## src/rtl/bale_pkg.sv

```systemverilog
`default_nettype none
package bale_pkg;

    typedef enum logic [3:0] {
        ACT_DUMP    = 4'd0,
        ACT_READ    = 4'd1,
        ACT_UPDATE  = 4'd2,
        ACT_LSEARCH = 4'd3,
        ACT_INSERT  = 4'd4,
        ACT_DELETE  = 4'd5,
        ACT_DELNTH  = 4'd6,
        ACT_SORT    = 4'd7,
        ACT_MEMBER  = 4'd8
    } act_t;

    typedef enum logic [2:0] {
        ST_OK         = 3'd0,
        ST_EMPTY      = 3'd1,
        ST_BAD_INDEX  = 3'd2,
        ST_FULL       = 3'd3,
        ST_NOT_FOUND  = 3'd4,
        ST_BAD_ACTION = 3'd5
    } status_t;

    typedef enum logic [2:0] {RA_I, RA_IP1, RA_IM1, RA_MID, RA_POS} raddr_t;
    typedef enum logic [0:0] {WA_I, WA_POS} waddr_t;
    typedef enum logic [1:0] {WD_RD, WD_VAL, WD_CUR} wdata_t;
    typedef enum logic [1:0] {BK_STORE, BK_COPY, BK_REG} bank_t;
    typedef enum logic [2:0] {IO_HOLD, IO_ZERO, IO_POS, IO_N, IO_NM1, IO_INC, IO_DEC} iop_t;
    typedef enum logic [1:0] {NO_HOLD, NO_INC, NO_DEC} nop_t;
    // For the bank register, set selects the scratch copy.
    typedef enum logic [1:0] {MK_HOLD, MK_SET, MK_CLR} mark_t;
    typedef enum logic [1:0] {LR_HOLD, LR_INIT, LR_UP, LR_DOWN} lrop_t;
    typedef enum logic [2:0] {RI_ZERO, RI_I, RI_HIT, RI_POS, RI_MID} ridx_t;
    typedef enum logic [1:0] {RV_ZERO, RV_VAL, RV_RD, RV_CUR} rval_t;

    typedef struct packed {
        logic    ready;
        logic    mem_rd;
        raddr_t  raddr;
        logic    mem_wr;
        waddr_t  waddr;
        wdata_t  wdata;
        bank_t   bank;
        iop_t    i_op;
        logic    e_load;
        logic    e_dec;
        logic    cur_load;
        logic    hit_load;
        logic    seen_clr;
        logic    seen_inc;
        nop_t    n_op;
        mark_t   sorted_op;
        mark_t   pend_op;
        mark_t   bank_op;
        lrop_t   lr_op;
        logic    res_load;
        status_t res_status;
        ridx_t   res_idx;
        rval_t   res_val;
        logic    res_last;
        logic    out_load;
    } cmd_t;

    typedef struct packed {
        logic       in_valid;
        logic [3:0] act;
        logic       full;
        logic       pos_gt_n;
        logic       pos_ge_n;
        logic       empty;
        logic       occ_zero;
        logic       sorted;
        logic       i_zero;
        logic       i_eq_pos;
        logic       i_last;
        logic       i1_ge_n;
        logic       i1_eq_e;
        logic       e_one;
        logic       n_le1;
        logic       match;
        logic       seen_hit;
        logic       cur_gt_rd;
        logic       val_gt_rd;
        logic       lr_empty;
        logic       pend;
        logic       bank_copy;
        logic       out_space;
    } sts_t;

endpackage
`default_nettype wire

```

## src/rtl/bale_ifs.sv

```systemverilog
`default_nettype none
interface bale_req_if;
    logic               valid;
    logic               ready;
    logic [3:0]         action;
    logic [6:0]         position;
    logic signed [31:0] operand_value;
    logic [6:0]         occurrence;
    modport source (output valid, action, position, operand_value, occurrence, input ready);
    modport sink (input valid, action, position, operand_value, occurrence, output ready);
endinterface

interface bale_rsp_if;
    logic               valid;
    logic               ready;
    logic [2:0]         status;
    logic [5:0]         result_index;
    logic signed [31:0] result_value;
    logic [6:0]         list_length;
    logic               last;
    modport source (output valid, status, result_index, result_value, list_length, last,
                    input ready);
    modport sink (input valid, status, result_index, result_value, list_length, last,
                  output ready);
endinterface

interface bale_cfg_if;
    logic       valid;
    logic       ready;
    logic [6:0] data;
    modport source (output valid, data, input ready);
    modport sink (input valid, data, output ready);
endinterface
`default_nettype wire

```

## src/rtl/bale_dpath.sv

```systemverilog
`default_nettype none
module bale_dpath #(
    parameter int CAPACITY   = 64,
    parameter int DATA_WIDTH = 32
) (
    input  logic            clk,
    input  logic            rst_n,
    bale_req_if.sink        req,
    bale_rsp_if.source      rsp,
    bale_cfg_if.sink        cfg,
    input  bale_pkg::cmd_t  cmd,
    output bale_pkg::sts_t  sts
);
    import bale_pkg::*;

    localparam int IW = $clog2(CAPACITY);
    localparam int CW = $clog2(CAPACITY + 1);
    localparam int XW = CW + 7;
    localparam int DW = DATA_WIDTH;

    // Lower half holds the list, upper half the scratch copy used by member search.
    logic [DW-1:0] mem [2**(IW+1)];
    logic signed [DW-1:0] rd_reg;

    logic [3:0]  act_reg;
    logic [6:0]  pos_reg;
    logic [6:0]  occ_reg;
    logic signed [DW-1:0] val_reg;
    logic [6:0]  limit_reg;
    logic [CW-1:0] n_reg, i_reg, e_reg, hit_reg;
    logic signed [DW-1:0] cur_reg;
    logic [6:0]  seen_reg;
    logic        sorted_reg, pend_reg, bank_reg;
    logic signed [CW:0] l_reg, r_reg;

    logic [2:0]  res_status_reg;
    logic [5:0]  res_idx_reg;
    logic [31:0] res_val_reg;
    logic        res_last_reg;

    logic        out_valid_reg;
    logic [2:0]  out_status_reg;
    logic [5:0]  out_idx_reg;
    logic [31:0] out_val_reg;
    logic [6:0]  out_len_reg;
    logic        out_last_reg;

    logic signed [DW+31:0] op_ext;
    logic signed [CW+1:0]  lr_sum;
    logic signed [CW:0]    mid;
    logic [CW:0]           i_p1;
    logic [CW-1:0]         pos_cw;
    logic [CW-1:0]         ra_idx, wa_idx;
    logic                  bank_bit;
    logic [DW-1:0]         wdata;
    logic [CW:0]           idx_src;
    logic signed [DW-1:0]  val_src;
    logic signed [DW+31:0] val_ext;
    logic [XW-1:0]         len_ext, idx_ext;

    assign op_ext = (DW + 32)'(req.operand_value);
    assign lr_sum = {l_reg[CW], l_reg} + {r_reg[CW], r_reg};
    assign mid    = lr_sum[CW+1:1];
    assign i_p1   = {1'b0, i_reg} + (CW + 1)'(1);
    assign pos_cw = CW'(XW'(pos_reg));

    always_comb
    begin
        case (cmd.raddr)
            RA_I:    ra_idx = i_reg;
            RA_IP1:  ra_idx = i_p1[CW-1:0];
            RA_IM1:  ra_idx = i_reg - CW'(1);
            RA_MID:  ra_idx = mid[CW-1:0];
            RA_POS:  ra_idx = pos_cw;
            default: ra_idx = i_reg;
        endcase
        wa_idx = (cmd.waddr == WA_POS) ? pos_cw : i_reg;
        case (cmd.bank)
            BK_STORE: bank_bit = 1'b0;
            BK_COPY:  bank_bit = 1'b1;
            default:  bank_bit = bank_reg;
        endcase
        case (cmd.wdata)
            WD_VAL:  wdata = val_reg;
            WD_CUR:  wdata = cur_reg;
            default: wdata = rd_reg;
        endcase
    end

    always_ff @(posedge clk)
    begin
        if (cmd.mem_wr)
            mem[{bank_bit, wa_idx[IW-1:0]}] <= wdata;
        if (cmd.mem_rd)
            rd_reg <= mem[{bank_bit, ra_idx[IW-1:0]}];
    end

    // Input beat and scan registers.
    always_ff @(posedge clk)
    begin
        if (req.valid && req.ready)
        begin
            act_reg <= req.action;
            pos_reg <= req.position;
            occ_reg <= req.occurrence;
            val_reg <= op_ext[DW-1:0];
        end
        case (cmd.i_op)
            IO_ZERO: i_reg <= '0;
            IO_POS:  i_reg <= pos_cw;
            IO_N:    i_reg <= n_reg;
            IO_NM1:  i_reg <= n_reg - CW'(1);
            IO_INC:  i_reg <= i_p1[CW-1:0];
            IO_DEC:  i_reg <= i_reg - CW'(1);
            default: i_reg <= i_reg;
        endcase
        if (cmd.e_load)
            e_reg <= n_reg - CW'(1);
        else if (cmd.e_dec)
            e_reg <= e_reg - CW'(1);
        if (cmd.cur_load)
            cur_reg <= rd_reg;
        if (cmd.hit_load)
            hit_reg <= i_reg;
        if (cmd.seen_clr)
            seen_reg <= '0;
        else if (cmd.seen_inc)
            seen_reg <= seen_reg + 7'd1;
        if (cmd.pend_op == MK_SET)
            pend_reg <= 1'b1;
        else if (cmd.pend_op == MK_CLR)
            pend_reg <= 1'b0;
        if (cmd.bank_op == MK_SET)
            bank_reg <= 1'b1;
        else if (cmd.bank_op == MK_CLR)
            bank_reg <= 1'b0;
        case (cmd.lr_op)
            LR_INIT:
            begin
                l_reg <= '0;
                r_reg <= $signed({1'b0, n_reg}) - (CW + 1)'(1);
            end
            LR_UP:   l_reg <= mid + (CW + 1)'(1);
            LR_DOWN: r_reg <= mid - (CW + 1)'(1);
            default: l_reg <= l_reg;
        endcase
    end

    // Result fields are staged before the emit state hands them to the output register.
    always_comb
    begin
        case (cmd.res_idx)
            RI_I:    idx_src = {1'b0, i_reg};
            RI_HIT:  idx_src = {1'b0, hit_reg};
            RI_POS:  idx_src = (CW + 1)'(XW'(pos_reg));
            RI_MID:  idx_src = mid;
            default: idx_src = '0;
        endcase
        case (cmd.res_val)
            RV_VAL:  val_src = val_reg;
            RV_RD:   val_src = rd_reg;
            RV_CUR:  val_src = cur_reg;
            default: val_src = '0;
        endcase
        val_ext = (DW + 32)'(val_src);
        idx_ext = XW'(idx_src);
        len_ext = XW'(n_reg);
    end

    always_ff @(posedge clk)
    begin
        if (cmd.res_load)
        begin
            res_status_reg <= cmd.res_status;
            res_idx_reg    <= idx_ext[5:0];
            res_val_reg    <= val_ext[31:0];
            res_last_reg   <= cmd.res_last;
        end
        if (cmd.out_load)
        begin
            out_status_reg <= res_status_reg;
            out_idx_reg    <= res_idx_reg;
            out_val_reg    <= res_val_reg;
            out_len_reg    <= len_ext[6:0];
            out_last_reg   <= res_last_reg;
        end
    end

    always_ff @(posedge clk or negedge rst_n)
    begin
        if (!rst_n)
        begin
            n_reg         <= '0;
            sorted_reg    <= 1'b0;
            limit_reg     <= 7'd64;
            out_valid_reg <= 1'b0;
        end
        else
        begin
            if (cmd.n_op == NO_INC)
                n_reg <= n_reg + CW'(1);
            else if (cmd.n_op == NO_DEC)
                n_reg <= n_reg - CW'(1);
            if (cmd.sorted_op == MK_SET)
                sorted_reg <= 1'b1;
            else if (cmd.sorted_op == MK_CLR)
                sorted_reg <= 1'b0;
            if (cfg.valid)
                limit_reg <= cfg.data;
            if (cmd.out_load)
                out_valid_reg <= 1'b1;
            else if (rsp.ready)
                out_valid_reg <= 1'b0;
        end
    end

    assign req.ready = cmd.ready;
    assign cfg.ready = 1'b1;

    assign rsp.valid         = out_valid_reg;
    assign rsp.status        = out_status_reg;
    assign rsp.result_index  = out_idx_reg;
    assign rsp.result_value  = out_val_reg;
    assign rsp.list_length   = out_len_reg;
    assign rsp.last          = out_last_reg;

    always_comb
    begin
        sts.in_valid  = req.valid;
        sts.act       = act_reg;
        sts.full      = (XW'(n_reg) >= XW'(limit_reg)) || (XW'(n_reg) >= XW'(CAPACITY));
        sts.pos_gt_n  = XW'(pos_reg) > XW'(n_reg);
        sts.pos_ge_n  = XW'(pos_reg) >= XW'(n_reg);
        sts.empty     = (n_reg == '0);
        sts.occ_zero  = (occ_reg == '0);
        sts.sorted    = sorted_reg;
        sts.i_zero    = (i_reg == '0);
        sts.i_eq_pos  = XW'(i_reg) == XW'(pos_reg);
        sts.i_last    = (i_p1 == {1'b0, n_reg});
        sts.i1_ge_n   = (i_p1 >= {1'b0, n_reg});
        sts.i1_eq_e   = (i_p1 == {1'b0, e_reg});
        sts.e_one     = (e_reg == CW'(1));
        sts.n_le1     = (n_reg <= CW'(1));
        sts.match     = (rd_reg == val_reg);
        sts.seen_hit  = ({1'b0, seen_reg} + 8'd1) == {1'b0, occ_reg};
        sts.cur_gt_rd = cur_reg > rd_reg;
        sts.val_gt_rd = val_reg > rd_reg;
        sts.lr_empty  = l_reg > r_reg;
        sts.pend      = pend_reg;
        sts.bank_copy = bank_reg;
        sts.out_space = !out_valid_reg || rsp.ready;
    end
endmodule
`default_nettype wire

```

## src/flat_wrapper.sv

```systemverilog
// flat-port wrapper written by rule: the top's interface ports become plain ports
module bale_dpath_flat import bale_pkg::*;
#(
    parameter int CAPACITY   = 64,
    parameter int DATA_WIDTH = 32
)
  (clk, rst_n, cmd, sts, req_valid, req_action, req_position, req_operand_value, req_occurrence, req_ready, rsp_valid, rsp_status, rsp_result_index, rsp_result_value, rsp_list_length, rsp_last, rsp_ready, cfg_valid, cfg_data, cfg_ready);
  bale_req_if req_i ();
  bale_rsp_if rsp_i ();
  bale_cfg_if cfg_i ();
  input  logic clk;
  input  logic rst_n;
  input  bale_pkg::cmd_t cmd;
  output bale_pkg::sts_t sts;
  input wire logic [$bits(req_i.valid)-1:0] req_valid;
  input wire logic [$bits(req_i.action)-1:0] req_action;
  input wire logic [$bits(req_i.position)-1:0] req_position;
  input wire logic [$bits(req_i.operand_value)-1:0] req_operand_value;
  input wire logic [$bits(req_i.occurrence)-1:0] req_occurrence;
  output wire logic [$bits(req_i.ready)-1:0] req_ready;
  output wire logic [$bits(rsp_i.valid)-1:0] rsp_valid;
  output wire logic [$bits(rsp_i.status)-1:0] rsp_status;
  output wire logic [$bits(rsp_i.result_index)-1:0] rsp_result_index;
  output wire logic [$bits(rsp_i.result_value)-1:0] rsp_result_value;
  output wire logic [$bits(rsp_i.list_length)-1:0] rsp_list_length;
  output wire logic [$bits(rsp_i.last)-1:0] rsp_last;
  input wire logic [$bits(rsp_i.ready)-1:0] rsp_ready;
  input wire logic [$bits(cfg_i.valid)-1:0] cfg_valid;
  input wire logic [$bits(cfg_i.data)-1:0] cfg_data;
  output wire logic [$bits(cfg_i.ready)-1:0] cfg_ready;
  assign req_i.valid = req_valid;
  assign req_i.action = req_action;
  assign req_i.position = req_position;
  assign req_i.operand_value = req_operand_value;
  assign req_i.occurrence = req_occurrence;
  assign req_ready = req_i.ready;
  assign rsp_valid = rsp_i.valid;
  assign rsp_status = rsp_i.status;
  assign rsp_result_index = rsp_i.result_index;
  assign rsp_result_value = rsp_i.result_value;
  assign rsp_list_length = rsp_i.list_length;
  assign rsp_last = rsp_i.last;
  assign rsp_i.ready = rsp_ready;
  assign cfg_i.valid = cfg_valid;
  assign cfg_i.data = cfg_data;
  assign cfg_ready = cfg_i.ready;
  bale_dpath #(.CAPACITY(CAPACITY), .DATA_WIDTH(DATA_WIDTH)) u_core (.clk(clk), .rst_n(rst_n), .req(req_i), .rsp(rsp_i), .cfg(cfg_i), .cmd(cmd), .sts(sts));
endmodule
```

## config.mk

```make
export PLATFORM = sky130hd
export DESIGN_NAME = bale_dpath_flat
export DESIGN_NICKNAME = d
export VERILOG_FILES = /design/src/rtl/bale_pkg.sv /design/src/rtl/bale_ifs.sv /design/src/rtl/bale_dpath.sv /design/src/flat_wrapper.sv
export SDC_FILE = /design/constraint.sdc
export NUM_CORES = 2
export LEC_CHECK = 0
export BUFFER_PORTS_ARGS = -buffer_cell sky130_fd_sc_hd__buf_2
export CAP_MARGIN = 30
export CORE_ASPECT_RATIO = 1.1
export CORE_MARGIN = 2
export CORE_UTILIZATION = 45
export CTS_CLUSTER_DIAMETER = 200
export CTS_CLUSTER_SIZE = 25
export DETAILED_ROUTE_END_ITERATION = 8
export GPL_TIMING_DRIVEN = 0
export SETUP_SLACK_MARGIN = 0.3
export SYNTH_ARGS = -nofsm -noshare
export SYNTH_HDL_FRONTEND = slang
export SYNTH_SLANG_ARGS = --single-unit
```

## constraint.sdc

```tcl
create_clock -name clk -period 8.1 [get_ports clk]
set_clock_uncertainty 0.05 [all_clocks]
set_input_delay 0.81 -clock clk [delete_from_list [all_inputs] [get_ports clk]]
set_output_delay 0.81 -clock clk [all_outputs]
set_load 0.01 [all_outputs]
```

After elaboration in Yosys (flattened, before gate mapping)
Memory sizes are Yosys's and may differ from the RTL's. A register that Yosys moved wholly into a read port is not among the register bits.
Cells that the tools add are included.

storage, ports and cells
  input port bits = 103
  memory bits (writable) = 4096
  register bits after elaboration = 234
  memories = 1

cells by class
  mux-type cells = 19
  eq/ne operators = 37
  magnitude comparators = 9
  add/subtract/negate cells = 11
  reductions and logical operators = 15

memories
  name        words  bits a word  read ports  clocked after Yosys merged registers in  wr ports  RTL line          source
  u_core.mem  128    32           1           1                                        1         bale_dpath.sv:22  logic [DW-1:0] mem [2**(IW+1)];

operators by type and width
  operator               number
  $pmux W32 S3           1
  $gt A32 B32 Y1         2
  $pmux W32 S2           1
  $pmux W6 S4            2
  $pmux W7 S6            1
  $eq A32 B32 Y1         1
  $pmux W8 S2            2
  $mux W7                4
  $eq A8 B7 Y1           3
  $logic_not A7 Y1       3
  $sub A7 B1 Y7 const B  3
  $eq A2 B2 Y1 const B   9
  $eq A3 B2 Y1 const B   6
  $add A7 B1 Y8 const B  2
  $eq A2 B1 Y1 const B   8
  $eq A3 B3 Y1 const B   5
  $add A7 B1 Y7 const B  2
  $ge A7 B7 Y1           2
  $reduce_bool A2 Y1     6
  $add A8 B8 Y9          1
  $eq A3 B1 Y1 const B   3
  $add A8 B2 Y8 const B  1
  $ge A8 B7 Y1           1
  $gt A8 B8 Y1           1
  15 further kinds       21

Longest topological paths before layout
  depth after elaboration = 3
  gate-level depth with buffers = 17
  gate-level depth less buffers = 12

Worst setup path before layout
No wires, ideal clock.

  path kind = input to register
  from = in cmd[32] (netlist name)
  to = mem u_core.mem[0][0] (netlist name) (data pin)
  library setup time = 1.197 ns
  setup slack = 0.336 ns
  cell stages on the path = 5
  required time = 6.853 ns
  arrival = 6.517 ns
  buffers on the path = 2
  path through = inv_1 > ha_1 > clkbuf_1 > clkbuf_1 > o21ai_0

on the way
  longest elaborated chain between the ends = 2

RTL lines
  item                                                 RTL line            source
  from (decl)                                          flat_wrapper.sv:13  input bale_pkg::cmd_t cmd;
  $eq A2 B2 Y1 / $eq A2 B1 Y1 (equally long branches)  bale_dpath.sv:83    case (cmd.wdata)
  $pmux W32 S2 (*)                                     bale_dpath.sv:83
  net u_core.wdata[0]                                  bale_dpath.sv:55    logic [DW-1:0] wdata;
  to (decl)                                            bale_dpath.sv:22

Mark *: on every way through the listed nets, which the timed path passes. The rest lies on a longest branch.

Worst setup path in the final report
  from = reg u_core.i_reg[1]
  to = reg u_core.rd_reg[23] (read register of u_core.mem) (data pin)

on the way
  longest elaborated chain between the ends = 2

RTL lines
  item                                                   RTL line                            source
  from (decl)                                            bale_dpath.sv:30                    logic [CW-1:0] n_reg, i_reg, e_reg, hit_reg;
  from (signal assigned)                                 bale_dpath.sv:110                   IO_POS: i_reg <= pos_cw;
  from (signal assigned)                                 bale_dpath.sv:111                   IO_N: i_reg <= n_reg;
  from (signal assigned)                                 bale_dpath.sv:112                   IO_NM1: i_reg <= n_reg - CW'(1);
  $sub A7 B1 Y7 / $add A7 B1 Y8 (equally long branches)  bale_dpath.sv:72, bale_dpath.sv:64
  $pmux W6 S4 (*)                                        bale_dpath.sv:69                    case (cmd.raddr)
  to (decl)                                              bale_dpath.sv:23                    logic signed [DW-1:0] rd_reg;

Mark *: on every way between the ends. The rest lies on a longest branch, timed or not.
A chain may end at the register's enable or synchronous reset.

==> impl_metrics.ini <==
[setup_path]
cp_data_arrival_time_ns = 8.07
worstPathRequired_ns = 8.80
crit_end = u_core.rd_reg[23]
start_kind = flip-flop
crit_fanout = 10
critPathKind = reg -> reg
crit_start = u_core.i_reg[1]
path_cells = buf_2, inv_1, ha_1, mux2i_1, o211a_1, nor3_2, buf_2, buf_2, buf_2, buf_1, a21oi_1, a32oi_1, o21ai_1, a2bb2oi_1, nand4_1, nand3b_1
slowest_delay_ns = 0.82
worst_r2r_endpoint = u_core.rd_reg[23]
worst_path_max_delay_cell = buf_1
cp_common_cell = buf_2
r2r.worst_path.cells = 16
r2r_start = u_core.i_reg[1]
endpoint_kind = flip-flop
reg2reg_slack_ns = 0.73

[pwr]
p_leak_nw = 64.5
clkPwrFrac_pct = 18.1
total_power_mw = 62.9
p_sw_share_pct = 39.4
peakVddDrop_mv = 0.226
seq_power_share_pct = 43.3
internal_power_mw = 38.1
combPwrFrac_pct = 38.6
powerDensity_nw_per_um2 = 318
power_switching_mw = 24.8

[synth]
synth_area_um2 = 175000
ys_async_sr_fraction_pct = 0.367
yosys.area.top_type_share_pct = 74.2
synth_seq_cells = 4362
synth.most_common_cell = edfxtp_1
yosysWarnings = 0
avgSynthCellArea_um2 = 15.2
synth_edf_count = 4337
syn_nets = 11800
synth_common_cells = edfxtp_1, nand2_1, nand3_1, a21oi_1, clkbuf_1
synth_cell_types = 87
synth_area_leader_cell = edfxtp_1
synth_cells = 11500
synth-seq-area-share_pct = 74.6
synthTopCellsByArea = edfxtp_1, nand2_1, mux4_2
synth_top_flop_cell = edfxtp_1

[worst_hold_path]
hp-class = in -> reg
holdPathStages = 2

[place]
io_buffers = 170
dpl-instance-area_um2 = 191000
place_inst = 17300
gp_congestion = 1.02
dp_hpwl_um = 441000
place_ws_ns = 1.11

[route]
wire_per_inst_um = 34.5
drc = 1
ant_nets = 0
vias_per_cell = 6.34
drtIter0Drc = 18600
vias = 112000
first_pass_iters = 8
wl_um = 608000

[clock_network]
cts_tree = yes
numCtsBuffers = 196
hold_buffers = 63
htree_num_levels = 4
cts.clk_slew.worst_paths_ns = 0.10
cts.repair.resized = 0
clockRootBuffer = clkbuf_16
clockBufferDepth = 4
cts_setup_buffers = 0
clk-insertion-delay-late_ns = 0.98
cts.sinks = 4362

[layout]
layout-drive-gt1-share_pct = 13.2
fin_util_pct = 50.9
design_area_um2 = 198000
area_growth_pct = 12.6
layoutNonFillerInstCount = 17600
largest_register_ffs = 4096
fillerInstances = 31900
fin_nets = 12600

[sta]
setup_viol = 0
finalCriticalPeriod_ns = 7.37
finalHoldViolCount = 0
setup_slack_ns = 0.731
tightest_slew_ns = 1.16
fin_crit_sh_pct = 91.0
fin_hold_ws_ns = 0.0437
rsz0062_at_grt = false
totalNegativeSetupSlack_ns = 0
fmax_mhz = 136
drv_slew = 0
slew_headroom_pct = 22.5

[floorplanning]
io_pins = 181
die_h_um = 659
die_area_um2 = 395000
initial_core_util_pct = 45.2
core_area_um2 = 388000
rows = 240
fp.dieW_um = 599

[global_route]
grt_pass1_vias = 105000
grt_usage_pct = 30.2
antenna_found_initial = 79
grt_pass1_wl_um = 831000
grt_overflow = 0
grt_max_degree = 48

[outcome]
failed_checks = design-rule violations
status = finished with violations

[flow_run]
max_cap_violations = 0
## kinds of logic after synthesis
family | share of synthesized area (%)
xor gates and xnor gates | 0.329
other | 0.00214
adders and majority gates | 0.860
buffers and inverters | 2.27
AOI/OAI and AO/OA | 7.02
muxes | 6.07
and+or+nand+nor | 8.88
DFF | 74.6
## placed cells by master, fill, tap and decap left out, types with 41 or more instances in the layout
master / netlist / final
o211ai_1: 73 / 73
clkbuf_16: 0 / 199
o21ai_0: 119 / 113
buf_16: 0 / 55
nor2_1: 226 / 98
edfxtp_1: 4337 / 4337
mux4_2: 279 / 279
nand2_1: 1951 / 1951
or3_1: 41 / 41
a31oi_1: 131 / 130
buf_12: 0 / 239
a32oi_1: 125 / 125
mux2i_1: 363 / 362
inv_1: 88 / 88
nand4_1: 117 / 117
a22o_1: 63 / 63
buf_1: 114 / 132
o31ai_1: 62 / 61
o311ai_1: 60 / 60
nand3_1: 935 / 935
dlygate4sd3_1: 0 / 64
nor2_4: 1 / 129
a21oi_1: 691 / 660
diode_2: 0 / 46
ha_1: 119 / 119
clkbuf_1: 376 / 392
buf_4: 46 / 79
buf_2: 244 / 416
a221oi_1: 56 / 56
mux2_2: 65 / 65
o21ai_1: 93 / 98
and3_1: 101 / 101
## worst min-delay path by stage
stage | start | slack [ns] | end
3_5_place_dp | u_core.res_val_reg[19] | 0.35 | u_core.rsp.result_value[19]
5_1_grt | req_operand_value[30] | 0.02 | u_core.val_reg[30]
2_1_floorplan | u_core.res_last_reg | 0.35 | u_core.rsp.last
6_report | cmd[22] | 0.04 | u_core.seen_reg[0]
3_3_place_gp | u_core.res_idx_reg[0] | 0.35 | u_core.rsp.result_index[0]
4_1_cts | cmd[22] | 0.001 | u_core.seen_reg[0]
## routing by layer
| metal | track usage (%) | wire [µm] | vias up |
|---|---|---|---|
| met3 | 6.82 | 71400 | 1384 |
| met4 | 17.1 | 41600 | 20 |
| met1 | 40.3 | 224000 | 56900 |
| met5 | 0.0245 | 132 | - |
| li1 | - | - | 46000 |
| met2 | 45.7 | 270000 | 7408 |
## critical path, delay by kind of cell (launching register included)
family          cells  cell delay [ns]
mux                 1             0.16
fa+ha+maj           1             0.53
compound gates      5             1.32
simple gates        3             1.22
flops               1             0.49
buf+inv             6             3.30
## power by group through the flow
stage          combinational [mW]  sequential (mW)  clock (mW)
2_1_floorplan                11.1             28.1           0
3_3_place_gp                 21.3             29.0           0
3_5_place_dp                 23.3             27.8           0
4_1_cts                      23.4             27.2        11.4
5_1_grt                      24.8             27.3        12.1
6_report                     24.2             27.2        11.4
## layout make-up
| type | count | area [µm²] | area share [%] |
|---|---|---|---|
| tap | 5203 | 6510 | 3.30 |
| inverter | 88 | 330 | 0.167 |
| clock inverter | 8 | 104 | 0.0526 |
| timing repair buffer | 621 | 8660 | 4.38 |
| sequential | 4362 | 131000 | 66.2 |
| multi-input combinational | 6277 | 42200 | 21.4 |
| antenna | 46 | 115 | 0.0583 |
| buffer | 802 | 3660 | 1.86 |
| clock buffer | 226 | 5080 | 2.57 |
Note: power is estimated with default switching activity, not from simulation.
