File: src/rtl/bale_pkg.sv
`default_nettype none
package bale_pkg;

    typedef enum logic [3:0] {
        ACT_DUMP    = 4'd0,
        ACT_READ    = 4'd1,
        ACT_UPDATE  = 4'd2,
        ACT_LSEARCH = 4'd3,
        ACT_INSERT  = 4'd4,
        ACT_DELETE  = 4'd5,
        ACT_DELNTH  = 4'd6,
        ACT_SORT    = 4'd7,
        ACT_MEMBER  = 4'd8
    } act_t;

    typedef enum logic [2:0] {
        ST_OK         = 3'd0,
        ST_EMPTY      = 3'd1,
        ST_BAD_INDEX  = 3'd2,
        ST_FULL       = 3'd3,
        ST_NOT_FOUND  = 3'd4,
        ST_BAD_ACTION = 3'd5
    } status_t;

    typedef enum logic [2:0] {RA_I, RA_IP1, RA_IM1, RA_MID, RA_POS} raddr_t;
    typedef enum logic [0:0] {WA_I, WA_POS} waddr_t;
    typedef enum logic [1:0] {WD_RD, WD_VAL, WD_CUR} wdata_t;
    typedef enum logic [1:0] {BK_STORE, BK_COPY, BK_REG} bank_t;
    typedef enum logic [2:0] {IO_HOLD, IO_ZERO, IO_POS, IO_N, IO_NM1, IO_INC, IO_DEC} iop_t;
    typedef enum logic [1:0] {NO_HOLD, NO_INC, NO_DEC} nop_t;
    // For the bank register, set selects the scratch copy.
    typedef enum logic [1:0] {MK_HOLD, MK_SET, MK_CLR} mark_t;
    typedef enum logic [1:0] {LR_HOLD, LR_INIT, LR_UP, LR_DOWN} lrop_t;
    typedef enum logic [2:0] {RI_ZERO, RI_I, RI_HIT, RI_POS, RI_MID} ridx_t;
    typedef enum logic [1:0] {RV_ZERO, RV_VAL, RV_RD, RV_CUR} rval_t;

    typedef struct packed {
        logic    ready;
        logic    mem_rd;
        raddr_t  raddr;
        logic    mem_wr;
        waddr_t  waddr;
        wdata_t  wdata;
        bank_t   bank;
        iop_t    i_op;
        logic    e_load;
        logic    e_dec;
        logic    cur_load;
        logic    hit_load;
        logic    seen_clr;
        logic    seen_inc;
        nop_t    n_op;
        mark_t   sorted_op;
        mark_t   pend_op;
        mark_t   bank_op;
        lrop_t   lr_op;
        logic    res_load;
        status_t res_status;
        ridx_t   res_idx;
        rval_t   res_val;
        logic    res_last;
        logic    out_load;
    } cmd_t;

    typedef struct packed {
        logic       in_valid;
        logic [3:0] act;
        logic       full;
        logic       pos_gt_n;
        logic       pos_ge_n;
        logic       empty;
        logic       occ_zero;
        logic       sorted;
        logic       i_zero;
        logic       i_eq_pos;
        logic       i_last;
        logic       i1_ge_n;
        logic       i1_eq_e;
        logic       e_one;
        logic       n_le1;
        logic       match;
        logic       seen_hit;
        logic       cur_gt_rd;
        logic       val_gt_rd;
        logic       lr_empty;
        logic       pend;
        logic       bank_copy;
        logic       out_space;
    } sts_t;

endpackage
`default_nettype wire

File: src/rtl/bale_ctrl.sv
`default_nettype none
module bale_ctrl (
    input  logic            clk,
    input  logic            rst_n,
    input  bale_pkg::sts_t  sts,
    output bale_pkg::cmd_t  cmd
);
    import bale_pkg::*;

    typedef enum logic [32:0] {
        S_IDLE      = 33'd1 << 0,
        S_DISPATCH  = 33'd1 << 1,
        S_EMIT      = 33'd1 << 2,
        S_SHUP_RD   = 33'd1 << 3,
        S_SHUP_WR   = 33'd1 << 4,
        S_INS_WR    = 33'd1 << 5,
        S_DUMP_RD   = 33'd1 << 6,
        S_DUMP_SET  = 33'd1 << 7,
        S_RD_RD     = 33'd1 << 8,
        S_RD_SET    = 33'd1 << 9,
        S_UPD_WR    = 33'd1 << 10,
        S_DEL_RD0   = 33'd1 << 11,
        S_DEL_CAP   = 33'd1 << 12,
        S_DEL_RD    = 33'd1 << 13,
        S_DEL_WR    = 33'd1 << 14,
        S_DEL_END   = 33'd1 << 15,
        S_LS_RD     = 33'd1 << 16,
        S_LS_CMP    = 33'd1 << 17,
        S_LS_HIT    = 33'd1 << 18,
        S_LS_END    = 33'd1 << 19,
        S_ND_RD     = 33'd1 << 20,
        S_ND_CMP    = 33'd1 << 21,
        S_SORT_INIT = 33'd1 << 22,
        S_PASS_RD   = 33'd1 << 23,
        S_PASS_CAP  = 33'd1 << 24,
        S_SB_RD     = 33'd1 << 25,
        S_SB_CMP    = 33'd1 << 26,
        S_SB_TAIL   = 33'd1 << 27,
        S_SORT_DONE = 33'd1 << 28,
        S_CP_RD     = 33'd1 << 29,
        S_CP_WR     = 33'd1 << 30,
        S_BS_TEST   = 33'd1 << 31,
        S_BS_CMP    = 33'd1 << 32
    } state_t;

    state_t state_reg, state_next;
    state_t ret_reg, ret_next;

    always_ff @(posedge clk or negedge rst_n)
    begin
        if (!rst_n)
        begin
            state_reg <= S_IDLE;
            ret_reg   <= S_IDLE;
        end
        else
        begin
            state_reg <= state_next;
            ret_reg   <= ret_next;
        end
    end

    always_comb
    begin
        cmd        = '0;
        state_next = state_reg;
        ret_next   = ret_reg;
        unique case (state_reg)
            S_IDLE:
            begin
                cmd.ready = 1'b1;
                if (sts.in_valid)
                    state_next = S_DISPATCH;
            end
            S_DISPATCH:
            begin
                // Most branches end in a single final beat.
                cmd.res_last = 1'b1;
                ret_next     = S_IDLE;
                if (sts.act > ACT_MEMBER)
                begin
                    cmd.res_load   = 1'b1;
                    cmd.res_status = ST_BAD_ACTION;
                    state_next     = S_EMIT;
                end
                else if (sts.act == ACT_INSERT)
                begin
                    if (sts.full || sts.pos_gt_n)
                    begin
                        cmd.res_load   = 1'b1;
                        cmd.res_status = sts.full ? ST_FULL : ST_BAD_INDEX;
                        state_next     = S_EMIT;
                    end
                    else
                    begin
                        cmd.i_op   = IO_N;
                        state_next = S_SHUP_RD;
                    end
                end
                else if (sts.empty)
                begin
                    cmd.res_load   = 1'b1;
                    cmd.res_status = ST_EMPTY;
                    state_next     = S_EMIT;
                end
                else
                begin
                    unique case (act_t'(sts.act))
                        ACT_DUMP:
                        begin
                            cmd.i_op   = IO_ZERO;
                            state_next = S_DUMP_RD;
                        end
                        ACT_READ, ACT_UPDATE, ACT_DELETE:
                        begin
                            if (sts.pos_ge_n)
                            begin
                                cmd.res_load   = 1'b1;
                                cmd.res_status = ST_BAD_INDEX;
                                state_next     = S_EMIT;
                            end
                            else if (sts.act == ACT_READ)
                                state_next = S_RD_RD;
                            else if (sts.act == ACT_UPDATE)
                                state_next = S_UPD_WR;
                            else
                            begin
                                cmd.i_op   = IO_POS;
                                state_next = S_DEL_RD0;
                            end
                        end
                        ACT_LSEARCH:
                        begin
                            cmd.i_op    = IO_ZERO;
                            cmd.pend_op = MK_CLR;
                            state_next  = S_LS_RD;
                        end
                        ACT_DELNTH:
                        begin
                            if (sts.occ_zero)
                            begin
                                cmd.res_load   = 1'b1;
                                cmd.res_status = ST_OK;
                                state_next     = S_EMIT;
                            end
                            else
                            begin
                                cmd.i_op     = IO_NM1;
                                cmd.seen_clr = 1'b1;
                                state_next   = S_ND_RD;
                            end
                        end
                        ACT_SORT:
                        begin
                            cmd.bank_op = MK_CLR;
                            state_next  = S_SORT_INIT;
                        end
                        ACT_MEMBER:
                        begin
                            if (sts.sorted)
                            begin
                                cmd.bank_op = MK_CLR;
                                cmd.lr_op   = LR_INIT;
                                state_next  = S_BS_TEST;
                            end
                            else
                            begin
                                cmd.i_op   = IO_ZERO;
                                state_next = S_CP_RD;
                            end
                        end
                        default:
                        begin
                            cmd.res_load   = 1'b1;
                            cmd.res_status = ST_BAD_ACTION;
                            state_next     = S_EMIT;
                        end
                    endcase
                end
            end
            S_EMIT:
            begin
                if (sts.out_space)
                begin
                    cmd.out_load = 1'b1;
                    state_next   = ret_reg;
                end
            end
            S_SHUP_RD:
            begin
                if (sts.i_eq_pos)
                    state_next = S_INS_WR;
                else
                begin
                    cmd.mem_rd = 1'b1;
                    cmd.raddr  = RA_IM1;
                    cmd.bank   = BK_STORE;
                    state_next = S_SHUP_WR;
                end
            end
            S_SHUP_WR:
            begin
                cmd.mem_wr = 1'b1;
                cmd.waddr  = WA_I;
                cmd.wdata  = WD_RD;
                cmd.bank   = BK_STORE;
                cmd.i_op   = IO_DEC;
                state_next = S_SHUP_RD;
            end
            S_INS_WR:
            begin
                cmd.mem_wr     = 1'b1;
                cmd.waddr      = WA_POS;
                cmd.wdata      = WD_VAL;
                cmd.bank       = BK_STORE;
                cmd.n_op       = NO_INC;
                cmd.sorted_op  = MK_CLR;
                cmd.res_load   = 1'b1;
                cmd.res_status = ST_OK;
                cmd.res_idx    = RI_POS;
                cmd.res_val    = RV_VAL;
                cmd.res_last   = 1'b1;
                ret_next       = S_IDLE;
                state_next     = S_EMIT;
            end
            S_DUMP_RD:
            begin
                cmd.mem_rd = 1'b1;
                cmd.raddr  = RA_I;
                cmd.bank   = BK_STORE;
                state_next = S_DUMP_SET;
            end
            S_DUMP_SET:
            begin
                cmd.res_load   = 1'b1;
                cmd.res_status = ST_OK;
                cmd.res_idx    = RI_I;
                cmd.res_val    = RV_RD;
                cmd.res_last   = sts.i_last;
                cmd.i_op       = IO_INC;
                ret_next       = sts.i_last ? S_IDLE : S_DUMP_RD;
                state_next     = S_EMIT;
            end
            S_RD_RD:
            begin
                cmd.mem_rd = 1'b1;
                cmd.raddr  = RA_POS;
                cmd.bank   = BK_STORE;
                state_next = S_RD_SET;
            end
            S_RD_SET:
            begin
                cmd.res_load   = 1'b1;
                cmd.res_status = ST_OK;
                cmd.res_idx    = RI_POS;
                cmd.res_val    = RV_RD;
                cmd.res_last   = 1'b1;
                ret_next       = S_IDLE;
                state_next     = S_EMIT;
            end
            S_UPD_WR:
            begin
                cmd.mem_wr     = 1'b1;
                cmd.waddr      = WA_POS;
                cmd.wdata      = WD_VAL;
                cmd.bank       = BK_STORE;
                cmd.sorted_op  = MK_CLR;
                cmd.res_load   = 1'b1;
                cmd.res_status = ST_OK;
                cmd.res_idx    = RI_POS;
                cmd.res_val    = RV_VAL;
                cmd.res_last   = 1'b1;
                ret_next       = S_IDLE;
                state_next     = S_EMIT;
            end
            S_DEL_RD0:
            begin
                cmd.mem_rd = 1'b1;
                cmd.raddr  = RA_I;
                cmd.bank   = BK_STORE;
                state_next = S_DEL_CAP;
            end
            S_DEL_CAP:
            begin
                cmd.cur_load = 1'b1;
                cmd.hit_load = 1'b1;
                state_next   = S_DEL_RD;
            end
            S_DEL_RD:
            begin
                if (sts.i1_ge_n)
                    state_next = S_DEL_END;
                else
                begin
                    cmd.mem_rd = 1'b1;
                    cmd.raddr  = RA_IP1;
                    cmd.bank   = BK_STORE;
                    state_next = S_DEL_WR;
                end
            end
            S_DEL_WR:
            begin
                cmd.mem_wr = 1'b1;
                cmd.waddr  = WA_I;
                cmd.wdata  = WD_RD;
                cmd.bank   = BK_STORE;
                cmd.i_op   = IO_INC;
                state_next = S_DEL_RD;
            end
            S_DEL_END:
            begin
                cmd.n_op       = NO_DEC;
                cmd.res_load   = 1'b1;
                cmd.res_status = ST_OK;
                cmd.res_idx    = RI_HIT;
                cmd.res_val    = RV_CUR;
                cmd.res_last   = 1'b1;
                ret_next       = S_IDLE;
                state_next     = S_EMIT;
            end
            S_LS_RD:
            begin
                cmd.mem_rd = 1'b1;
                cmd.raddr  = RA_I;
                cmd.bank   = BK_STORE;
                state_next = S_LS_CMP;
            end
            S_LS_CMP, S_LS_HIT:
            begin
                // A match is held back one step so that the final beat can carry last.
                if (state_reg == S_LS_CMP && sts.match && sts.pend)
                begin
                    cmd.res_load   = 1'b1;
                    cmd.res_status = ST_OK;
                    cmd.res_idx    = RI_HIT;
                    cmd.res_val    = RV_VAL;
                    ret_next       = S_LS_HIT;
                    state_next     = S_EMIT;
                end
                else
                begin
                    if (state_reg == S_LS_HIT || sts.match)
                    begin
                        cmd.hit_load = 1'b1;
                        cmd.pend_op  = MK_SET;
                    end
                    if (sts.i_last)
                        state_next = S_LS_END;
                    else
                    begin
                        cmd.i_op   = IO_INC;
                        state_next = S_LS_RD;
                    end
                end
            end
            S_LS_END:
            begin
                cmd.res_load   = 1'b1;
                cmd.res_status = sts.pend ? ST_OK : ST_NOT_FOUND;
                cmd.res_idx    = sts.pend ? RI_HIT : RI_ZERO;
                cmd.res_val    = sts.pend ? RV_VAL : RV_ZERO;
                cmd.res_last   = 1'b1;
                ret_next       = S_IDLE;
                state_next     = S_EMIT;
            end
            S_ND_RD:
            begin
                cmd.mem_rd = 1'b1;
                cmd.raddr  = RA_I;
                cmd.bank   = BK_STORE;
                state_next = S_ND_CMP;
            end
            S_ND_CMP:
            begin
                cmd.seen_inc = sts.match;
                if (sts.match && sts.seen_hit)
                    state_next = S_DEL_CAP;
                else if (sts.i_zero)
                begin
                    cmd.res_load   = 1'b1;
                    cmd.res_status = ST_NOT_FOUND;
                    cmd.res_last   = 1'b1;
                    ret_next       = S_IDLE;
                    state_next     = S_EMIT;
                end
                else
                begin
                    cmd.i_op   = IO_DEC;
                    state_next = S_ND_RD;
                end
            end
            S_SORT_INIT:
            begin
                cmd.i_op   = IO_ZERO;
                cmd.e_load = 1'b1;
                state_next = sts.n_le1 ? S_SORT_DONE : S_PASS_RD;
            end
            S_PASS_RD:
            begin
                cmd.mem_rd = 1'b1;
                cmd.raddr  = RA_I;
                cmd.bank   = BK_REG;
                state_next = S_PASS_CAP;
            end
            S_PASS_CAP:
            begin
                cmd.cur_load = 1'b1;
                state_next   = S_SB_RD;
            end
            S_SB_RD:
            begin
                cmd.mem_rd = 1'b1;
                cmd.raddr  = RA_IP1;
                cmd.bank   = BK_REG;
                state_next = S_SB_CMP;
            end
            S_SB_CMP:
            begin
                // The larger value rides along; the smaller one settles at i.
                cmd.mem_wr   = 1'b1;
                cmd.waddr    = WA_I;
                cmd.wdata    = sts.cur_gt_rd ? WD_RD : WD_CUR;
                cmd.bank     = BK_REG;
                cmd.cur_load = !sts.cur_gt_rd;
                cmd.i_op     = IO_INC;
                state_next   = sts.i1_eq_e ? S_SB_TAIL : S_SB_RD;
            end
            S_SB_TAIL:
            begin
                cmd.mem_wr = 1'b1;
                cmd.waddr  = WA_I;
                cmd.wdata  = WD_CUR;
                cmd.bank   = BK_REG;
                cmd.e_dec  = 1'b1;
                cmd.i_op   = IO_ZERO;
                state_next = sts.e_one ? S_SORT_DONE : S_PASS_RD;
            end
            S_SORT_DONE:
            begin
                if (sts.bank_copy)
                begin
                    cmd.lr_op  = LR_INIT;
                    state_next = S_BS_TEST;
                end
                else
                begin
                    cmd.sorted_op  = MK_SET;
                    cmd.res_load   = 1'b1;
                    cmd.res_status = ST_OK;
                    cmd.res_last   = 1'b1;
                    ret_next       = S_IDLE;
                    state_next     = S_EMIT;
                end
            end
            S_CP_RD:
            begin
                cmd.mem_rd = 1'b1;
                cmd.raddr  = RA_I;
                cmd.bank   = BK_STORE;
                state_next = S_CP_WR;
            end
            S_CP_WR:
            begin
                cmd.mem_wr = 1'b1;
                cmd.waddr  = WA_I;
                cmd.wdata  = WD_RD;
                cmd.bank   = BK_COPY;
                if (sts.i_last)
                begin
                    cmd.bank_op = MK_SET;
                    state_next  = S_SORT_INIT;
                end
                else
                begin
                    cmd.i_op   = IO_INC;
                    state_next = S_CP_RD;
                end
            end
            S_BS_TEST:
            begin
                if (sts.lr_empty)
                begin
                    cmd.res_load   = 1'b1;
                    cmd.res_status = ST_NOT_FOUND;
                    cmd.res_last   = 1'b1;
                    ret_next       = S_IDLE;
                    state_next     = S_EMIT;
                end
                else
                begin
                    cmd.mem_rd = 1'b1;
                    cmd.raddr  = RA_MID;
                    cmd.bank   = BK_REG;
                    state_next = S_BS_CMP;
                end
            end
            S_BS_CMP:
            begin
                if (sts.match)
                begin
                    cmd.res_load   = 1'b1;
                    cmd.res_status = ST_OK;
                    cmd.res_idx    = RI_MID;
                    cmd.res_val    = RV_VAL;
                    cmd.res_last   = 1'b1;
                    ret_next       = S_IDLE;
                    state_next     = S_EMIT;
                end
                else
                begin
                    cmd.lr_op  = sts.val_gt_rd ? LR_UP : LR_DOWN;
                    state_next = S_BS_TEST;
                end
            end
            default:
            begin
                state_next = S_IDLE;
            end
        endcase
    end
endmodule
`default_nettype wire

File: config.mk
export PLATFORM = sky130hd
export DESIGN_NAME = bale_ctrl
export DESIGN_NICKNAME = d
export VERILOG_FILES = /design/src/rtl/bale_pkg.sv /design/src/rtl/bale_ctrl.sv
export SDC_FILE = /design/constraint.sdc
export NUM_CORES = 1
export LEC_CHECK = 0
export ABC_AREA = 0
export BUFFER_PORTS_ARGS = -buffer_cell sky130_fd_sc_hd__buf_2
export CAP_MARGIN = 15
export CELL_PAD_IN_SITES_DETAIL_PLACEMENT = 1
export CELL_PAD_IN_SITES_GLOBAL_PLACEMENT = 1
export CORE_MARGIN = 8
export CORE_UTILIZATION = 43
export CTS_CLUSTER_SIZE = 12
export DETAILED_ROUTE_END_ITERATION = 6
export PLACE_DENSITY = 0.94
export SYNTH_ARGS = -nofsm -noshare
export SYNTH_HDL_FRONTEND = slang
export SYNTH_SLANG_ARGS = --single-unit
File: constraint.sdc
create_clock -name clk -period 5.3 [get_ports clk]
set_input_delay 0.265 -clock clk [delete_from_list [all_inputs] [get_ports clk]]
set_output_delay 0.265 -clock clk [all_outputs]
set_load 0.01 [all_outputs]
* Word level (Yosys, flattened, before mapping)
Index checks and enable logic that the tools add are counted.
** Cells by class
- Order comparisons :: 1
- Equality and inequality tests :: 49
- Muxes and demuxes :: 116
- Reductions and logical operators :: 25
** Operator list (count)
- 33-bit case mux with 26 select lines :: 1
- 33-bit two-way mux :: 16
- 33-bit case mux with 7 select lines :: 1
- 33-bit case mux with 6 select lines :: 1
- 32-bit two-way mux :: 3
- 4-bit two-way mux :: 15
- 29-bit two-way mux :: 2
- 21-bit two-way mux :: 2
- 5-bit case mux with 7 select lines :: 1
- 33-bit by 1-bit equality test with 1-bit output, second input constant :: 1
- 33-bit by 10-bit equality test with 1-bit output, second input constant :: 1
- 33-bit by 11-bit equality test with 1-bit output, second input constant :: 1
- 33-bit by 12-bit equality test with 1-bit output, second input constant :: 1
- 33-bit by 13-bit equality test with 1-bit output, second input constant :: 1
- 33-bit by 14-bit equality test with 1-bit output, second input constant :: 1
- 33-bit by 15-bit equality test with 1-bit output, second input constant :: 1
- 33-bit by 16-bit equality test with 1-bit output, second input constant :: 1
- 33-bit by 17-bit equality test with 1-bit output, second input constant :: 1
- 33-bit by 18-bit equality test with 1-bit output, second input constant :: 1
- 33-bit by 19-bit equality test with 1-bit output, second input constant :: 1
- 33-bit by 2-bit equality test with 1-bit output, second input constant :: 1
- 33-bit by 20-bit equality test with 1-bit output, second input constant :: 1
- 33-bit by 21-bit equality test with 1-bit output, second input constant :: 1
- 33-bit by 22-bit equality test with 1-bit output, second input constant :: 1
- other kinds (58) :: 134
** Storage, ports and cells
- Register bits after elaboration :: 66
- Input port bits :: 28
- Word-level logic and storage cells :: 193

* Logic depth before layout (Yosys ltp)
Gate-level depths: netlist (run 1).
- Depth in word-level cells :: 9
- Gate-level depth with buffers :: 8

* Least setup slack after synthesis (run 1)
OpenSTA, ideal clock, no wires.
- Path type :: reg2out
- From :: register state_reg[11]
- To :: output port cmd[23] (netlist bit)
- Data arrival time :: 2196 ps
- Path slack :: 2839 ps
- Stages on the path, launching flop included :: 8
- Path through :: dfrtp_1 -> buf_6 -> nor4_4 -> nand4_2 -> buf_2 -> nor3_2 -> nor4b_1 -> nand2b_1
** RTL lines
- start: declaration :: line bale_ctrl.sv:46 : state_t state_reg, state_next;
- start signal: assignment :: line bale_ctrl.sv:58 : state_reg <= state_next;
- end: declaration :: line bale_ctrl.sv:6 : output bale_pkg::cmd_t cmd

==> results, run 1 <==
- The number of hold buffers added after CTS was 0.
- In this run, the number of DRC markers left after iteration 0 of detailed routing was 233.
- The number of ports placed on the die boundary is 69.
- The register with the most flip-flops in the layout has 33 of them.
- Measured against its own limit, the worst slew margin works out to 43.5%.
- The maximum clock insertion buffer count is 2.
- The worst-case IR drop observed on VDD is 79.8 µV.
- The clock net in this run drives a total of 36 sinks.
- The number of buffers added on ports is 68.
- Counting both buffers and inverters, the worst setup path holds a total of 1.
- For this design, the slowest cell found on the critical path is sky130_fd_sc_hd__or3_4.
- The flow ran to the end, and the final reports show no timing, DRC or antenna violations.
- The number of diodes added for antenna fixing is 0.
- Walking the worst path, the cells encountered are nor4_4, nand4_2, or3_4, or4_1, nand4b_1, or3_1, buf_2.
- Post-CTS timing repair inserted 0 buffers for setup.
- In this run the worst hold path is classified as input port to async pin.
- The biggest area contributor in the post-synthesis netlist is sky130_fd_sc_hd__dfrtp_1.
- The type of the setup path with the least slack is flop to output port.
- TritonCTS built the clock tree.
- The total via count after detailed routing is 3196.
- In this run the core area contains 30 standard-cell rows.
- For this run, the number of Yosys warnings is 0.
- The max-slew violation count was 0.
- The number of antenna violations at the first check in global routing is 0.
- The post-synthesis cell area is 0.00290 mm².
- The post-route clock skew is 0.0130 ns.
- The total of cells resized after clock tree synthesis is 0.
- In this run the remaining antenna-violating nets after routing total 0.
- The number of storage elements in the synthesis netlist is 36.
- Dividing the synthesized area by the synthesized cell count gives 8.48 µm².
- The final estimated routing congestion in global placement is 0.998.
- The startpoint class of the critical path is a flop.
- STA puts the critical path data arrival time at 3.17 ns.
- The count of flip-flops with a built-in enable after synthesis is 0.
- The area enclosed by the die boundary is 0.00963 mm².
- The share of post-route cells with drive strength above 1 is 25.6%.
- Sorting the synthesized cells by area gives the leading types as sky130_fd_sc_hd__dfrtp_1, sky130_fd_sc_hd__nor4_4, sky130_fd_sc_hd__nor2_1.
- The worst hold-check slack is 0.0643 ns.
- The number of global-route vias before repair was 3330.
- The placed instance count is 478.
- The final cell utilization of the core is 50.5%.
- For this run, the leading register cell type out of synthesis is sky130_fd_sc_hd__dfrtp_1.
- The wire length of the first global-routing pass is 17500 µm.
- Broken down by cell family, the worst path's largest delay share belongs to simple AND/OR/NAND/NOR gates.
- Relative to the synthesized area, the layout overhead comes to 15.7%.
- The height of the die is 98.1 µm.
- The sequential-to-total area share from yosys stat is 31.1%.
- Synthesis produced a netlist with a net count of 370.
- The routed wire length is 10800 µm.
- The share of async-settable or async-resettable flops after synthesis is 100%.
- In this run the worst path has a maximum fanout of 14.
- The largest net degree at the start of global routing is 37.
- The global-route usage over all layers is 22.4%.
- In the finished design, the share of the clock period the worst path needs comes to 64.8%.
- The synthesized netlist contains 67 unique library cells.
- The final number of hold-violating endpoints came to 0.
- The core region area is 0.00664 mm².
- Power comes to 0.857 mW.
- The placed wire-length estimate is 8600 µm.
- Summed over all failing endpoints, the final setup total negative slack is 0 ns.
- At the worst endpoint, the required time is 5.04 ns.
- In the final design database the tool counted 433 nets.
- The number of H-tree levels is 2.
- The sum of overflow across all layers after global routing is 0.
- The number of cells in the finished layout apart from fillers is 486.
- After detailed routing, the average wire length per cell comes to 22.2 µm.
- The clock insertion delay at the later pin of the skew report is 0.30 ns.
- The count of TritonRoute iterations in the first routing pass is 5.
- The maximum clock frequency is 291 MHz.
- The chip width is 98.1 µm.
- For the pin with the worst max-slew slack, the measured transition is 0.840 ns.
- The area share of the leading cell type in the synthesized netlist is 29.3%.
- Clock-pin slew was measured on the worst setup and hold paths at 0.08 ns.
- The leakage power summed over all cells is 1.73 nW.
- For this configuration, the core starts out at a cell density of 43.7%.
- Dividing the detail-routed via count by the number of cells gives 6.58.
- The number of maximum-capacitance violations is 0.
- The tree is rooted in a sky130_fd_sc_hd__clkbuf_8.
- The critical path endpoint category is an output port.
- Clock tree synthesis inserted a total of 5 buffers.
- The cell area power density is 255 mW/mm².
- The remaining routing DRC violations is 0.
- Setup violations remaining at the end of the flow were counted as 0.
- Counting every instance in the synthesized netlist gives 342.
- The clock period could shrink to 3.44 ns.
- Setup repair after global routing left no endpoint under its margin.
- On the worst path, the slowest cell contributes a delay of 0.55 ns.
-- kinds of logic after synthesis --
| kind of cell | after synthesis | share of synthesized area [%] |
|---|---|---|
| XOR/XNOR | 6 | 1.81 |
| AND/OR/NAND/NOR | 217 | 48.6 |
| AO/OA/AOI/OAI | 52 | 12.8 |
| buffers and inverters | 29 | 4.92 |
| flip-flops | 36 | 31.1 |
| multiplexers | 2 | 0.690 |
-- per-layer routing --
metal / vias up / GRT usage, % / wire (µm)
met2: 150 / 37.3 / 5130
li1: 1427 / - / -
met5: - / 0 / 0
met3: 31 / 3.84 / 629
met1: 1588 / 27.5 / 4590
met4: 0 / 10.7 / 417
-- per-stage QoR --
stage / instance area [µm²] / setup slack (ns)
floorplan: 2900 / 2.84
global placement: 3270 / 2.36
detailed placement: 3270 / 2.26
CTS: 3360 / 1.91
global route: 3360 / 1.76
finish: 3360 / 1.86
-- cell usage in the layout, fill, tap and decap left out, types with 3 or more instances in the layout --
cell type,netlist,final
sky130_fd_sc_hd__nor4_2,3,3
sky130_fd_sc_hd__buf_2,2,68
sky130_fd_sc_hd__o21ai_0,10,10
sky130_fd_sc_hd__nor3_1,19,19
sky130_fd_sc_hd__clkbuf_8,0,6
sky130_fd_sc_hd__nand2_1,31,31
sky130_fd_sc_hd__dfrtp_1,34,34
sky130_fd_sc_hd__a211o_1,3,3
sky130_fd_sc_hd__nand3_1,18,18
sky130_fd_sc_hd__o22ai_1,4,4
sky130_fd_sc_hd__nand4_1,8,8
sky130_fd_sc_hd__and4b_1,3,3
sky130_fd_sc_hd__and2_1,7,7
sky130_fd_sc_hd__nor2b_1,12,12
sky130_fd_sc_hd__or3_1,6,6
sky130_fd_sc_hd__or4_4,3,3
sky130_fd_sc_hd__nor4_4,7,7
sky130_fd_sc_hd__or4_1,4,4
sky130_fd_sc_hd__inv_1,16,16
sky130_fd_sc_hd__nand2b_1,7,7
sky130_fd_sc_hd__nor4_1,9,9
sky130_fd_sc_hd__a21oi_1,7,7
sky130_fd_sc_hd__a31oi_1,3,3
sky130_fd_sc_hd__nor4b_1,8,8
sky130_fd_sc_hd__nand4b_1,6,6
sky130_fd_sc_hd__nand3b_1,4,4
sky130_fd_sc_hd__and3_1,5,5
sky130_fd_sc_hd__xnor2_1,4,4
sky130_fd_sc_hd__nor2_1,34,34
sky130_fd_sc_hd__and4_1,5,5
sky130_fd_sc_hd__o32ai_1,6,6
-- worst register-to-register path: stages (launching register included) --
cell,delay (ns)
sky130_fd_sc_hd__dfrtp_1,0.48
sky130_fd_sc_hd__nor4_4,0.50
sky130_fd_sc_hd__nand4_2,0.46
sky130_fd_sc_hd__nor3_1,0.59
sky130_fd_sc_hd__and4b_1,0.41
sky130_fd_sc_hd__nor2b_1,0.28
sky130_fd_sc_hd__nor3_1,0.10
-- power by group --
part | total (mW) | leakage (nW) | internal (mW) | switching, mW
Clock | 0.210 | 0.0455 | 0.106 | 0.104
Sequential | 0.324 | 0.495 | 0.298 | 0.0254
Combinational | 0.323 | 1.19 | 0.109 | 0.214
Total | 0.857 | 1.73 | 0.513 | 0.344
-- cell usage after synthesis, types with 3 or more instances --
cell	n
sky130_fd_sc_hd__nor2_1	34
sky130_fd_sc_hd__clkbuf_1	6
sky130_fd_sc_hd__and2_1	7
sky130_fd_sc_hd__or4_1	4
sky130_fd_sc_hd__buf_6	3
sky130_fd_sc_hd__a211o_1	3
sky130_fd_sc_hd__o22ai_1	4
sky130_fd_sc_hd__nand3_1	18
sky130_fd_sc_hd__xnor2_1	4
sky130_fd_sc_hd__o21ai_0	10
sky130_fd_sc_hd__nand2b_1	7
sky130_fd_sc_hd__nor2b_1	12
sky130_fd_sc_hd__a21oi_1	7
sky130_fd_sc_hd__dfrtp_1	34
sky130_fd_sc_hd__nand3b_1	4
sky130_fd_sc_hd__nand4b_1	6
sky130_fd_sc_hd__or4_4	3
sky130_fd_sc_hd__and3_1	5
sky130_fd_sc_hd__nor4b_1	8
sky130_fd_sc_hd__a31oi_1	3
sky130_fd_sc_hd__nor4_4	7
sky130_fd_sc_hd__nand4_1	8
sky130_fd_sc_hd__and4b_1	3
sky130_fd_sc_hd__or3_1	6
sky130_fd_sc_hd__and4_1	5
sky130_fd_sc_hd__nand2_1	31
sky130_fd_sc_hd__nor4_2	3
sky130_fd_sc_hd__o32ai_1	6
sky130_fd_sc_hd__nor3_1	19
sky130_fd_sc_hd__inv_1	16
sky130_fd_sc_hd__nor4_1	9
-- final timing paths --
kind,from,to,slack (ns),cells past startpoint
min in group clk,sts[11],state_reg[14]$_DFFE_PN0P_,0.15,2
max,state_reg[29]$_DFFE_PN0P_,cmd[39],1.86,7
max reg2reg,state_reg[11]$_DFFE_PN0P_,state_reg[6]$_DFFE_PN0P_,2.35,6
max in group asynchronous,rst_n,ret_reg[6]$_DFFE_PN0P_,4.70,1
min,rst_n,state_reg[16]$_DFFE_PN0P_,0.06,1
min reg2reg,ret_reg[18]$_DFFE_PN0P_,state_reg[18]$_DFFE_PN0P_,0.54,1
-- cell type report --
type                            count  area (µm²)
Clock buffer                        8        90.1
Fill cell                         844        3290
Inverter                           17        68.8
Multi-Input combinational cell    277        1860
Sequential cell                    36         903
Tap cell                           80         100
Timing Repair Buffer               68         340
Note: power is estimated with default switching activity, not from simulation.
==> run 2, diff against run 1 <==
--- a/config.mk
+++ b/config.mk
@@ -5,16 +5,16 @@
 export SDC_FILE = /design/constraint.sdc
 export NUM_CORES = 1
 export LEC_CHECK = 0
-export ABC_AREA = 0
+export ABC_AREA = 1
 export BUFFER_PORTS_ARGS = -buffer_cell sky130_fd_sc_hd__buf_2
 export CAP_MARGIN = 15
 export CELL_PAD_IN_SITES_DETAIL_PLACEMENT = 1
 export CELL_PAD_IN_SITES_GLOBAL_PLACEMENT = 1
 export CORE_MARGIN = 8
-export CORE_UTILIZATION = 43
+export CORE_UTILIZATION = 34
 export CTS_CLUSTER_SIZE = 12
 export DETAILED_ROUTE_END_ITERATION = 6
-export PLACE_DENSITY = 0.94
+export PLACE_DENSITY = 0.85
 export SYNTH_ARGS = -nofsm -noshare
 export SYNTH_HDL_FRONTEND = slang
 export SYNTH_SLANG_ARGS = --single-unit
==> constraint.sdc (replaced) <==
create_clock -name clk -period 2.9 [get_ports clk]
set_input_delay 0.145 -clock clk [delete_from_list [all_inputs] [get_ports clk]]
set_output_delay 0.145 -clock clk [all_outputs]
set_load 0.01 [all_outputs]
==> run 2 against run 1 <==
Global-route usage is 2.0 points lower; worst setup slack lost 1.7 ns; die area is 22% higher; hold slack got worse by 0.054 ns; register-to-register slack lost 1.6 ns; cell area is 3.4% higher; synthesized cell count rose by 32%; non-clock buffer count is 1 higher; critical path type unchanged.
==> results, run 2 <==
- After detailed placement, the total cell area comes to 0.00337 mm².
- The commonest cells after synthesis are sky130_fd_sc_hd__nor2_1, sky130_fd_sc_hd__nand2_1, sky130_fd_sc_hd__inv_1.
- The placed wire-length estimate is 9840 µm.
- The number of global-route vias before repair is 3574.
- The register with the most flip-flops in the layout has 33 of them.
- The number of maximum-capacitance violations is 0.
- The share of synthesized area in the top cell type comes to 29.2%.
- The maximum clock insertion buffer count is 2.
- In the routed layout, each cell is associated on average with a via count of 5.24.
- The detailed router finished its first iteration with 155 violations.
- Combinational logic burns 39.0% of the power.
- The final estimated routing congestion in global placement is 0.983.
- For this run, the total global-route usage over all layers was measured as 20.4%.
- The number of buffers added on ports is 68.
- The delay contributed by the slowest stage of the critical path is 0.45 ns.
- After floorplanning, the core was divided into 33 placement rows.
- The sequential share of power is 36.1%.
- The number of setup violations in the final report is 0.
- The data required time of the worst path is 2.76 ns.
- The clock insertion delay at the later pin of the skew report is 0.30 ns.
- The synthesized design spends more area on one cell type than any other, namely sky130_fd_sc_hd__dfrtp_1.
- The class of the most critical hold timing path is input port to flop.
- The count of synthesis-stage warnings from yosys is 0.
- The run finished with clean final reports.
- The highest net fanout along the worst path is 8.
- The clock period minus worst slack is 2.69 ns.
- Summed over all layers, the global routing overflow is 0.
- The filler cells instantiated in the layout total 1137.
- The number of diodes added for antenna fixing is 0.
- The synthesized net count is 481.
- The total number of nets in the final design is 554.
- The startpoint class of the critical path is a flop.
- The share of post-route cells with drive strength above 1 is 23.7%.
- The number of ports placed on the die boundary is 69.
- The total via count after detailed routing is 3311.
- The number of distinct library cells after synthesis is 38.
- In the post-synthesis netlist, the biggest area contributors are sky130_fd_sc_hd__dfrtp_1, sky130_fd_sc_hd__nor2_1, sky130_fd_sc_hd__nand2_1.
- The wire length of the first global-routing pass is 18600 µm.
- The maximum clock frequency is 372 MHz.
- In this run, post-CTS repair resized a total of 0 instances.
- The type of the setup path with the least slack is flop to output port.
- In the post-synthesis netlist, the cell with the most instances is sky130_fd_sc_hd__nor2_1.
- The final number of hold-violating endpoints was 0.
- In this run, synthesis inferred 0 flip-flops with an integrated enable.
- In this run the power spent charging and discharging nets is 0.659 mW.
- The routed wire length is 11600 µm.
- The H-tree was split into 2 levels.
- The CTS tree is done.
- The first detailed-routing pass took 4 iterations.
- The leakage power summed over all cells is 2.05 nW.
- The max-slew violation count is 0.
- The critical path goes through nor2_2, nand2_2, nor2_8, nand3b_1, nor2_4, nand2_2, nor3_2, nand3b_1, o211ai_1, buf_2.
- The sequential-to-total area share from yosys stat is 31.0%.
- The register clock-pin slew on the reported worst setup and hold paths is 0.08 ns.
- The height of the die is 109 µm.
- The design internal power is 0.933 mW.
- The remaining routing DRC violations is 0.
- The chip width is 109 µm.
- The synthesized area per cell is 6.43 µm².
- The signal arrival time at the worst endpoint is 2.54 ns.
- In the synthesized netlist the async set-or-reset flop fraction comes to 100%.
- The number of nets still failing antenna checks after routing is 0.
- The clock sink total is 36.
- The slowest stage of the critical path is the sky130_fd_sc_hd__dfrtp_1 cell.
- The library cells used most frequently in the layout, excluding fill and tap cells, are sky130_fd_sc_hd__nor2_1, sky130_fd_sc_hd__nand2_1, sky130_fd_sc_hd__inv_1, sky130_fd_sc_hd__buf_2, sky130_fd_sc_hd__nand3_1.
- Once the floorplan was initialized, standard cells occupied 35.3% of the core.
- The post-route setup TNS is 0 ns.
- After floorplanning, the core was sized to cover 0.00826 mm².
- In the synthesized netlist the dominant register cell turns out to be sky130_fd_sc_hd__dfrtp_1.
- The switching part of the total is 41.4%.
- The final cell area excluding filler cells is 0.00347 mm².
- The cell count after synthesis came out at 453.
- Cells fill 42.0% of the core in the end.
- The leading cell type in the layout, fill and taps excluded is sky130_fd_sc_hd__nor2_1.
- The number of storage elements in the synthesis netlist is 36.
- The synthesized netlist occupies a cell area of 0.00291 mm².
- The routed wirelength normalized by instance count is 18.4 µm.
- The post-route clock period utilization is 92.6%.
- In this run the power density over the cells is 459 mW/mm².
- Compared with the post-synthesis result, the final layout area differs by 19.2%.
- The largest net degree at the start of global routing is 37.
- The clock share of power is 24.9%.
- For the final database, setup skew stands at 0.00525 ns.
- At the pin with the least slew margin, the transition time is 0.871 ns.
- Setup repair after global routing left no endpoint under its margin.
- The maximum vdd ir drop is 151 µV.
- The number of antenna violations at the first check in global routing was 0.
- STA classifies the critical path endpoint as an output port.
- Clock tree synthesis selected as its root buffer the cell sky130_fd_sc_hd__clkbuf_8.
- The number of clock buffers inserted by TritonCTS is 5.
- The worst hold-check slack is 0.0105 ns.
- The die covers 0.0118 mm².
- The relative slew slack is 41.9%.
## run 2: cell families after synthesis
group | synth area share, %
simple gates | 50.4
buf+inv | 11.3
compound gates | 7.26
flops | 31.0
## run 2: layer usage
layer	global-route usage, %	up-vias	share of wire [%]
met2	34.9	126	48
met4	6.65	0	2.4
met1	24.6	1575	42
met5	0	-	0
li1	-	1588	-
met3	4.76	22	7.7
## run 2: per-stage QoR
step	setup slack, ns	power [mW]	std cells
after global placement	0.589	1.19	623
after floorplan	1.08	1.00	453
after CTS	0.240	1.59	632
after global routing	0.0646	1.68	632
final	0.214	1.59	632
after detailed placement	0.565	1.21	623
## run 2: path summary, 6_finish.rpt
path	start	end	slack (ns)	cells after the start
setup / recovery	state_reg[29]$_DFFE_PN0P_	cmd[11]	0.21	10
hold / removal	sts[13]	state_reg[4]$_DFFE_PN0P_	0.01	2
setup reg to reg	state_reg[32]$_DFFE_PN0P_	ret_reg[18]$_DFFE_PN0P_	0.73	14
hold reg to reg	ret_reg[0]$_DFFE_PN1P_	ret_reg[0]$_DFFE_PN1P_	0.48	2
max in group asynchronous	rst_n	state_reg[17]$_DFFE_PN0P_	1.86	2
min in group asynchronous	rst_n	state_reg[25]$_DFFE_PN0P_	0.49	2
## run 2: critical path, delay by kind of cell, from the launching register on
family          cells  cell delay [ns]
simple gates        8             1.46
flops               1             0.45
buf+inv             1             0.16
compound gates      1             0.16
## run 2: final cells by class
| type | count | area [µm²] | share of cell area (%) |
|---|---|---|---|
| Timing Repair Buffer | 69 | 350 | 10.1 |
| Multi-Input combinational cell | 331 | 1680 | 48.4 |
| Sequential cell | 36 | 903 | 26.0 |
| Clock inverter | 1 | 7.51 | 0.216 |
| Inverter | 83 | 312 | 8.98 |
| Tap cell | 105 | 131 | 3.79 |
| Clock buffer | 7 | 86.3 | 2.49 |
## run 2: power by group through the flow
stage	Clock (mW)	Sequential [mW]	Combinational (mW)
after CTS	0.392	0.574	0.625
after global placement	0	0.582	0.606
final	0.397	0.574	0.621
after global routing	0.411	0.580	0.691
after floorplan	0	0.578	0.426
after detailed placement	0	0.585	0.622
## run 2: timing repair
action,4_1_cts,5_1_grt
endpoints found under the hold margin,2,0
hold buffers,1,0
buffers inserted,0,0
